--- config.mk ---
export PLATFORM = sky130hd
export DESIGN_NAME = line_assembling_receive_fifo_core
export DESIGN_NICKNAME = d
export VERILOG_FILES = /design/src/rtl/larf_pkg.sv /design/src/rtl/line_assembling_receive_fifo_core.sv
export VERILOG_INCLUDE_DIRS = /design/src /design/src/rtl
export SDC_FILE = /design/constraint.sdc
export NUM_CORES = 1
export LEC_CHECK = 0
export ABC_CLOCK_PERIOD_IN_PS = 5050
export CORE_ASPECT_RATIO = 0.8
export CORE_MARGIN = 3
export CORE_UTILIZATION = 45
export DETAILED_ROUTE_END_ITERATION = 12
export DONT_BUFFER_PORTS = 1
export HOLD_SLACK_MARGIN = 0.03
export SLEW_MARGIN = 20
export SYNTH_ARGS = -nofsm -noshare
export SYNTH_HDL_FRONTEND = slang
export SYNTH_SLANG_ARGS = --single-unit
--- constraint.sdc ---
create_clock -name clk -period 5.05 [get_ports clk]
set_input_delay 1.515 -clock clk [delete_from_list [all_inputs] [get_ports clk]]
set_output_delay 1.515 -clock clk [all_outputs]
set_load 0.02 [all_outputs]
--- src/rtl/line_assembling_receive_fifo_core_defines.svh ---
// assertion helpers for the receive fifo core
`ifndef LINE_ASSEMBLING_RECEIVE_FIFO_CORE_DEFINES_SVH
`define LINE_ASSEMBLING_RECEIVE_FIFO_CORE_DEFINES_SVH

// same-cycle implication, off while reset is high
`define LARF_ASSERT_NOW(label, clk, rst, ante, cons) \
  label: assert property (@(posedge clk) disable iff (rst) (ante) |-> (cons)) \
    else $error("receive fifo core: same-cycle check failed");

// next-cycle implication, off while reset is high
`define LARF_ASSERT_NEXT(label, clk, rst, ante, cons) \
  label: assert property (@(posedge clk) disable iff (rst) (ante) |=> (cons)) \
    else $error("receive fifo core: next-cycle check failed");

`endif

--- src/rtl/larf_pkg.sv ---
`timescale 1ns / 1ps
`default_nettype none
package larf_pkg;

  localparam int BYTE_W = 8;
  localparam int LEN_W  = 6;
  localparam int ST_W   = 2;

  typedef enum logic [1:0] {
    OP_PUSH     = 2'd0,
    OP_POP_BYTE = 2'd1,
    OP_POP_LINE = 2'd2,
    OP_RSVD     = 2'd3
  } op_t;

  localparam logic [ST_W-1:0] STAT_OK      = 2'd0;
  localparam logic [ST_W-1:0] STAT_REFUSED = 2'd1;
  localparam logic [ST_W-1:0] STAT_EMPTY   = 2'd2;

  localparam logic [BYTE_W-1:0] CHAR_NUL = 8'h00;
  localparam logic [BYTE_W-1:0] CHAR_LF  = 8'h0a;
  localparam logic [BYTE_W-1:0] CHAR_CR  = 8'h0d;

  function automatic logic is_delim(input logic [BYTE_W-1:0] b);
    return (b == CHAR_NUL) || (b == CHAR_LF) || (b == CHAR_CR);
  endfunction

endpackage
`default_nettype wire

--- src/rtl/line_assembling_receive_fifo_core.sv ---
`timescale 1ns / 1ps
`default_nettype none
// byte ring with line extraction, one command beat in, one or more result beats out
// s_axis: tuser carries the command (push, pop byte, pop line), tdata the pushed
//   byte, tlast marks the final byte of a received packet
// m_axis: tdata carries the byte and the line length, tuser the status and the
//   data-arrived notify flag, tlast marks the final result beat of a command
// a push or an unused command gives its result in the register the cycle after
//   acceptance; the next command can be taken in that same cycle
// a byte pop first reads the ring memory, then loads the result;
//   on an empty ring it answers at once with the empty status
// a line pop first skips leading delimiters, then scans the line bytes up to the
//   next delimiter, then emits the line bytes one per result beat; when no
//   delimiter follows the line it answers with the empty status; the single read
//   port of the ring memory sets this step-by-step order
// reset clears both indices, the drop flag, the state and the result valid; ring
//   contents are left as they are, since only written entries are ever read
// when m_axis_tready is low the result register holds its beat, the sequencer
//   waits on it and no new command is accepted until the beat can move
module line_assembling_receive_fifo_core #(
  parameter int DEPTH = 64
) (
  input  wire logic                           clk,
  input  wire logic                           rst,
  input  wire logic                           s_axis_tvalid,
  output logic                                s_axis_tready,
  input  wire logic [larf_pkg::BYTE_W-1:0]    s_axis_tdata,   // [7:0] data_byte
  input  wire logic [1:0]                     s_axis_tuser,   // [1:0] op
  input  wire logic                           s_axis_tlast,   // batch_last
  output logic                                m_axis_tvalid,
  input  wire logic                           m_axis_tready,
  output logic [15:0]                         m_axis_tdata,   // [7:0] out_byte, [13:8] line_length
  output logic [2:0]                          m_axis_tuser,   // [1:0] status, [2] notify
  output logic                                m_axis_tlast    // last
);
  import larf_pkg::*;

  localparam int IDX_W = $clog2(DEPTH);

  typedef enum logic [2:0] {
    S_IDLE,
    S_POP_RD,
    S_SKIP,
    S_SCAN,
    S_EMIT
  } state_t;

  function automatic logic [IDX_W-1:0] adv(input logic [IDX_W-1:0] i);
    return (i == IDX_W'(DEPTH - 1)) ? '0 : i + 1'b1;
  endfunction

  state_t             state, state_next;
  logic [IDX_W-1:0]   read_index, read_index_next;
  logic [IDX_W-1:0]   write_index, write_index_next;
  logic [IDX_W-1:0]   pos, pos_next;
  logic [LEN_W-1:0]   len, len_next;
  logic [LEN_W-1:0]   rem, rem_next;
  logic               dropping, dropping_next;

  logic               out_valid, out_valid_next;
  logic [ST_W-1:0]    out_status, out_status_next;
  logic [BYTE_W-1:0]  out_byte, out_byte_next;
  logic [LEN_W-1:0]   out_len, out_len_next;
  logic               out_last, out_last_next;
  logic               out_notify, out_notify_next;

  logic [BYTE_W-1:0]  ring [DEPTH];
  logic [IDX_W-1:0]   raddr;
  logic [BYTE_W-1:0]  rdata;
  logic               mem_we;

  logic               slot_free;
  logic               in_acc;
  op_t                in_op;
  logic               ring_empty;
  logic               ring_full;
  logic               push_refused;
  logic               pop_load;

  assign slot_free     = !out_valid || m_axis_tready;
  assign s_axis_tready = (state == S_IDLE) && slot_free;
  assign in_acc        = s_axis_tvalid && s_axis_tready;
  assign in_op         = op_t'(s_axis_tuser);
  assign ring_empty    = (read_index == write_index);
  assign ring_full     = (adv(write_index) == read_index);
  assign push_refused  = in_acc && (in_op == OP_PUSH) && (dropping || ring_full);
  assign pop_load      = (state == S_POP_RD) && slot_free;

  assign m_axis_tvalid = out_valid;
  assign m_axis_tdata  = {2'b00, out_len, out_byte};
  assign m_axis_tuser  = {out_notify, out_status};
  assign m_axis_tlast  = out_last;

  always_comb begin
    state_next       = state;
    read_index_next  = read_index;
    write_index_next = write_index;
    pos_next         = pos;
    len_next         = len;
    rem_next         = rem;
    dropping_next    = dropping;
    raddr            = read_index;
    mem_we           = 1'b0;

    // a new beat loads the result register; otherwise a taken beat frees it
    out_valid_next   = out_valid && !m_axis_tready;
    out_status_next  = out_status;
    out_byte_next    = out_byte;
    out_len_next     = out_len;
    out_last_next    = out_last;
    out_notify_next  = out_notify;

    unique case (state)
      S_IDLE: begin
        if (in_acc) begin
          out_valid_next  = 1'b1;
          out_status_next = STAT_OK;
          out_byte_next   = '0;
          out_len_next    = '0;
          out_last_next   = 1'b1;
          out_notify_next = 1'b0;
          unique case (in_op)
            OP_PUSH: begin
              out_notify_next = s_axis_tlast;
              if (dropping || ring_full) begin
                out_status_next = STAT_REFUSED;
                dropping_next   = 1'b1;
              end else begin
                mem_we           = 1'b1;
                write_index_next = adv(write_index);
              end
              if (s_axis_tlast) begin
                dropping_next = 1'b0;
              end
            end
            OP_POP_BYTE: begin
              if (ring_empty) begin
                out_status_next = STAT_EMPTY;
              end else begin
                out_valid_next = 1'b0;
                state_next     = S_POP_RD;
              end
            end
            OP_POP_LINE: begin
              out_valid_next = 1'b0;
              state_next     = S_SKIP;
            end
            OP_RSVD: begin
            end
            default: begin
            end
          endcase
        end
      end

      S_POP_RD: begin
        if (slot_free) begin
          out_valid_next  = 1'b1;
          out_status_next = STAT_OK;
          out_byte_next   = rdata;
          out_len_next    = '0;
          out_last_next   = 1'b1;
          out_notify_next = 1'b0;
          read_index_next = adv(read_index);
          state_next      = S_IDLE;
        end
      end

      // rdata holds ring[read_index]
      S_SKIP: begin
        if (ring_empty) begin
          if (slot_free) begin
            out_valid_next  = 1'b1;
            out_status_next = STAT_EMPTY;
            out_byte_next   = '0;
            out_len_next    = '0;
            out_last_next   = 1'b1;
            out_notify_next = 1'b0;
            state_next      = S_IDLE;
          end
        end else if (is_delim(rdata)) begin
          read_index_next = adv(read_index);
          raddr           = adv(read_index);
        end else begin
          pos_next   = adv(read_index);
          len_next   = LEN_W'(1);
          raddr      = adv(read_index);
          state_next = S_SCAN;
        end
      end

      // rdata holds ring[pos]
      S_SCAN: begin
        raddr = pos;
        if (pos == write_index) begin
          if (slot_free) begin
            out_valid_next  = 1'b1;
            out_status_next = STAT_EMPTY;
            out_byte_next   = '0;
            out_len_next    = '0;
            out_last_next   = 1'b1;
            out_notify_next = 1'b0;
            state_next      = S_IDLE;
          end
        end else if (is_delim(rdata)) begin
          rem_next   = len;
          raddr      = read_index;
          state_next = S_EMIT;
        end else begin
          len_next = len + 1'b1;
          pos_next = adv(pos);
          raddr    = adv(pos);
        end
      end

      // rdata holds ring[read_index]
      S_EMIT: begin
        if (slot_free) begin
          out_valid_next  = 1'b1;
          out_status_next = STAT_OK;
          out_byte_next   = rdata;
          out_len_next    = len;
          out_last_next   = (rem == LEN_W'(1));
          out_notify_next = 1'b0;
          read_index_next = adv(read_index);
          raddr           = adv(read_index);
          rem_next        = rem - 1'b1;
          if (rem == LEN_W'(1)) begin
            state_next = S_IDLE;
          end
        end
      end

      default: begin
        state_next = S_IDLE;
      end
    endcase
  end

  // ring memory, one write and one registered read per cycle
  always_ff @(posedge clk) begin
    if (mem_we) begin
      ring[write_index] <= s_axis_tdata;
    end
    rdata <= ring[raddr];
  end

  always_ff @(posedge clk) begin
    if (rst) begin
      state       <= S_IDLE;
      read_index  <= '0;
      write_index <= '0;
      dropping    <= 1'b0;
      out_valid   <= 1'b0;
    end else begin
      state       <= state_next;
      read_index  <= read_index_next;
      write_index <= write_index_next;
      dropping    <= dropping_next;
      out_valid   <= out_valid_next;
    end
    pos        <= pos_next;
    len        <= len_next;
    rem        <= rem_next;
    out_status <= out_status_next;
    out_byte   <= out_byte_next;
    out_len    <= out_len_next;
    out_last   <= out_last_next;
    out_notify <= out_notify_next;
  end

`include "line_assembling_receive_fifo_core_defines.svh"

  // a refused push never moves the write index
  `LARF_ASSERT_NEXT(a_refused_push_holds, clk, rst, push_refused, write_index == $past(write_index))
  // emitting a line always has bytes left to send
  `LARF_ASSERT_NOW(a_emit_nonzero, clk, rst, state == S_EMIT, rem != '0)
  // a scan has already counted its first line byte
  `LARF_ASSERT_NOW(a_scan_counted, clk, rst, state == S_SCAN, len != '0)
  // a loaded byte pop consumes exactly one entry
  `LARF_ASSERT_NEXT(a_pop_advances, clk, rst, pop_load, read_index == adv($past(read_index)))

endmodule
`default_nettype wire
# Yosys cells after proc, flatten, opt, wreduce, memory -nomap -nowiden
# Memory sizes are Yosys's and may differ from the RTL's. A register that Yosys moved wholly into a read port is not among the register bits.
# Cells that the tools add are included.
[totals] ff_bits=53 ramBits=512 input_bits=15 out_inout_bits=22 word_cells=163 n_memories=1
[classes] add_sub_neg=5 eq_ne=31 n_mux=84 bitwise=1 reduce_logical=28
[mem_list] name="ring" words=64 word_bits=8 read_ports=1 rd_clocked_by_memory_dff=1 write_ports=1 line="line_assembling_receive_fifo_core.sv:67" source="logic [BYTE_W-1:0] ring [DEPTH];"
[op_table] op="$mux 6" n=25
[op_table] op="$pmux 6 s2" n=4
[op_table] op="$mux 8" n=5
[op_table] op="$pmux 8 s4" n=1
[op_table] op="$pmux 6 s5" n=1
[op_table] op="$mux 3" n=9
[op_table] op="$add 6x1->6 const B" n=4
[op_table] op="$mux 1" n=24
[op_table] op="$ne 2x2->1 const B" n=11
[op_table] op="$eq 6x6->1" n=3
[op_table] op="$eq 6x6->1 const B" n=3
[op_table] op="$pmux 6 s3" n=1
[op_table] op="$eq 8x4->1 const B" n=2
[op_table] op="$reduce_and 4->1" n=4
[op_table] op="$pmux 3 s5" n=1
[op_table] op="$reduce_and 5->1" n=3
[op_table] op="$mux 2" n=6
[op_table] op="$ne 3x3->1 const B" n=3
[op_table] op="$logic_not 8->1" n=1
[op_table] op="$pmux 1 s4" n=2
[op_table] op="$pmux 2 s4" n=1
[op_table] op="$reduce_bool 2->1" n=4
[op_table] op="$reduce_and 7->1" n=1
[op_table] op="$eq 3x2->1 const B" n=2
[op_table] op="other kinds (22)" n=28

# Longest topological paths before layout
[depth] word_depth=10 ltp_mapped=17

# Worst setup path before layout
# Ideal clock, no wire load.
[synth_path] path_type="input -> register" start="in m_axis_tready" end="reg rdata[0] (read register of ring)" arrival_time_ns=4.078 slack_ns=0.839 cell_stages=12 cell_sequence="nand2b_1 -> a211oi_1 -> a211oi_1 -> a211oi_2 -> and2_0 -> buf_2 -> buf_4 -> buf_2 -> mux4_2 -> a22o_1 -> nor3_1 -> o211ai_1"
[synth_via] elab_chain_len=3
[synth_rtl] item="start, declared" line="line_assembling_receive_fifo_core.sv:31" source="input wire logic m_axis_tready,"
[synth_rtl] item="$logic_or 1x1->1" line="line_assembling_receive_fifo_core.sv:80" source="assign slot_free = !out_valid || m_axis_tready;"
[synth_rtl] item="$mux 6"
[synth_rtl] item="$pmux 6 s3" line="line_assembling_receive_fifo_core.sv:113" source="unique case (state)"
[synth_rtl] item="end, declared" line="line_assembling_receive_fifo_core.sv:69" source="logic [BYTE_W-1:0] rdata;"
# No other way between the ends.
# A chain may end at the register's enable or synchronous reset.

# Final worst setup path
[layout_path] start="reg read_index[0]" end="reg rdata[6] (read register of ring)"
[layout_via] elab_chain_len=4
[layout_rtl] item="start, declared" line="line_assembling_receive_fifo_core.sv:53" source="logic [IDX_W-1:0] read_index, read_index_next;"
[layout_rtl] item="start signal, assigned" line="line_assembling_receive_fifo_core.sv:257" source="read_index <= read_index_next;"
[layout_rtl] item="$add 6x1->6 or $eq 6x6->1 (tied branches)" line="line_assembling_receive_fifo_core.sv:49" source="return (i == IDX_W'(DEPTH - 1)) ? '0 : i + 1'b1;"
[layout_rtl] item="$mux 6" line="line_assembling_receive_fifo_core.sv:49"
[layout_rtl] item="$mux 6, on equally long branches"
[layout_rtl] item="$pmux 6 s3 (*)" line="line_assembling_receive_fifo_core.sv:113"
# Every way passes the cells marked *; elsewhere a longest branch is shown, timed or not.

==> flow_summary.rst <==
.. list-table::
   :header-rows: 1

   * - Metric
     - Value
   * - Cell type of the slowest stage on the worst timing path
     - sky130_fd_sc_hd__a211oi_2
   * - Final setup margin
     - 0.4432 ns
   * - Final antenna-violating net count
     - 0
   * - Power, Total
     - 9.675 mW
   * - Number of remaining DRC errors
     - 0
   * - Most common cell after layout, fill and taps aside
     - sky130_fd_sc_hd__edfxtp_1
   * - CP endpoint kind
     - register
   * - Via count of the first global-routing pass
     - 14620
   * - FF/Latch Area
     - 16960 um^2
   * - Largest register by flop count
     - ring
   * - Number of buffers added for setup after CTS
     - 0
   * - Result of the run
     - complete, no violations
   * - First-pass GRT wire length
     - 93030 um
   * - DP Cell Count
     - 2455
   * - WL per Instance
     - 24.19 um
   * - Sequence of cells on the critical path
     - ha_1 > nand3_1 > o21bai_1 > a211oi_1 > a211oi_2 > and2_4 > buf_12 > buf_12 > nand2_1 > nand4_1 > o311ai_0 > buf_4 > nor4_1 > or4_1
   * - Critical path startpoint category
     - register
   * - Minimum clock period
     - 4.607 ns
   * - Floorplan die width
     - 263.8 um
   * - Clock slew at the register clock pins of the worst setup and hold paths
     - 0.06 ns
   * - H-tree depth reported by CTS
     - 2
   * - Iteration-0 DRC Markers
     - 1931
   * - Via density
     - 5.898
   * - Number of synthesis warnings
     - 0
   * - Pin count of the biggest net entering global routing
     - 65
   * - Primary FF master, synth
     - sky130_fd_sc_hd__edfxtp_1
   * - Quantity of gates resized following cts
     - 0
   * - Post-synthesis cell area
     - 23920 um^2
   * - Overflow left after global routing
     - 0
   * - RSZ-0062 raised after global routing
     - no
   * - Routability congestion estimate
     - 0.8908
   * - Static Leakage
     - 9.096 nW
   * - Final critical-path share of the clock period
     - 0.9122
   * - Average cell area after synthesis
     - 13.71 um^2
   * - Total of buffers placed on input and output ports
     - 0
   * - Crit path max fanout
     - 44
   * - Die area
     - 55980 um^2
   * - Power density over the cells
     - 356.8 nW/um^2
   * - Number of flip-flops in the largest register
     - 512
   * - Area of the multi-input gates
     - 6472 um^2
   * - Fin. Hold Viols
     - 0
   * - Via count of the routed design
     - 15080
   * - Number of storage elements in the synthesis netlist
     - 573
   * - Critical path type
     - register to register
   * - Die Y
     - 212.2 um
   * - Sequential element share of the synthesized area
     - 0.7088
   * - Post-synthesis async set-or-reset flop share
     - 0
   * - Least-Margin Pin Slew
     - 0.9190 ns
   * - Max-slew violations
     - 0
   * - Registers with the most flip-flops
     - ring x512, out_byte x8, rdata x8
   * - Worst clock skew on the final layout
     - 0.02981 ns
   * - Most frequent cells in the layout
     - sky130_fd_sc_hd__edfxtp_1, sky130_fd_sc_hd__nand2_1, sky130_fd_sc_hd__a21oi_1, sky130_fd_sc_hd__buf_4, sky130_fd_sc_hd__nor2_1
   * - Std-Cell Core Area
     - 51760 um^2
   * - Maximum number of buffers from clock root to sink
     - 3
   * - Post-layout nets
     - 1849
   * - Cts-stage hold buffer count
     - 0
   * - Max_cap viols
     - 0
   * - Number of sinks handled by clock tree synthesis
     - 573
   * - Gate count after technology mapping
     - 1745
   * - Arr. time, crit path
     - 5.17 ns
   * - Relative slew margins
     - 0.3873
   * - Required time of the worst setup path
     - 5.61 ns
   * - Finish-stage setup viols
     - 0
   * - Wire length reported by the detailed router
     - 61850 um
   * - Initial core utilization
     - 0.4622
   * - TritonCTS clock tree
     - yes
   * - Fin cells
     - 2557
   * - Largest stage delay, worst path
     - 0.73 ns
   * - Clock Tree Root
     - sky130_fd_sc_hd__clkbuf_16
   * - Antenna diode instance count
     - 0
   * - Share of the core filled with cells
     - 0.5239
   * - Hold/Removal Path Class
     - register to register
   * - Total CTS buffers
     - 55
   * - Layout Area Growth over Synthesis
     - 13.35%
   * - GRT Total Usage
     - 0.2194
   * - Count of distinct cell types in the synthesized netlist
     - 83
   * - Final TNS setup
     - 0 ns
   * - Number of ports placed on the die boundary
     - 37
   * - 1st-pass router iterations
     - 5
   * - Pre-CTS WS
     - 0.06233 ns
   * - Share of cells above drive strength 1
     - 0.1372
   * - Post-DP HPWL
     - 39130 um
   * - Worst skew pair latency
     - 0.63 ns
   * - Achievable clock frequency
     - 0.2171 GHz
   * - Maximum VDD drop
     - 0.0003174 V
   * - Antenna violations before repair
     - 0
   * - Number of filler cells placed in the layout
     - 4272
   * - Cell seen most often among critical-path stages
     - sky130_fd_sc_hd__buf_12
   * - Post-synth EDFFs
     - 548
   * - Cell row count
     - 74
## critical path, delay by kind of cell (launching register included)
kind,cells,cell delay (ns)
compound gates,4,1.50
simple gates,6,1.42
buf+inv,3,0.64
flops,1,0.57
fa+ha+maj,1,0.37
## worst paths after layout
path	end	depth (start not counted)	slack (ns)	startpoint
hold / removal	write_index[0]	2	0.51	write_index[0]
setup reg to reg	rdata[6]	14	0.44	read_index[0]
setup / recovery	rdata[6]	14	0.44	read_index[0]
hold reg to reg	write_index[0]	2	0.51	write_index[0]
## routing by layer
layer	global-route usage	wire, um	part of all wire	vias to the layer above
met2	0.3225	27140	0.44	644
met3	0.04836	5717	0.092	90
met1	0.3346	27860	0.45	7531
met5	0	0	0	-
met4	0.05272	1129	0.018	0
li1	-	-	-	6817
## cell usage after synthesis (all sizes together) (26+ instances only)
cell | instances | area share
buf | 61 | 0.014
a22oi | 39 | 0.012
a21oi | 149 | 0.031
nand2 | 303 | 0.048
mux4 | 26 | 0.024
clkbuf | 45 | 0.0071
nand3 | 41 | 0.0086
a31oi | 26 | 0.0068
nor2 | 120 | 0.019
a22o | 31 | 0.011
mux2i | 30 | 0.013
edfxtp | 548 | 0.69
and3 | 26 | 0.0070
## final cells by class
class,instances,share of cell area
Clock buffer,66,0.05343
Timing Repair Buffer,131,0.03950
Tap cell,684,0.03156
Clock inverter,36,0.01057
Inverter,7,0.0009689
Multi-Input combinational cell,1060,0.2387
Sequential cell,573,0.6253
## per-stage QoR
step	cell area (um^2)	hold slack [ns]
floorplan	23930	0.4781
global placement	25380	0.4913
detailed placement	25380	0.4957
CTS	27120	0.5078
global route	27120	0.5285
finish	27120	0.5087
## cells by family after synthesis
family	after synthesis	share of synthesized area
AO/OA/AOI/OAI	373	0.1053
XOR/XNOR	30	0.01098
adder cells (fa/ha/maj)	6	0.003138
buffers and inverters	113	0.02233
flip-flops	573	0.7088
multiplexers	57	0.03750
other	1	0.0001568
AND/OR/NAND/NOR	592	0.1118
## power breakdown
group          internal (mW)  switching (mW)  leakage [nW]
combinational          0.142           0.235          3.10
sequential              5.23          0.0444          5.14
clock                   2.21            1.82         0.855
(Power assumes the default switching activity.)
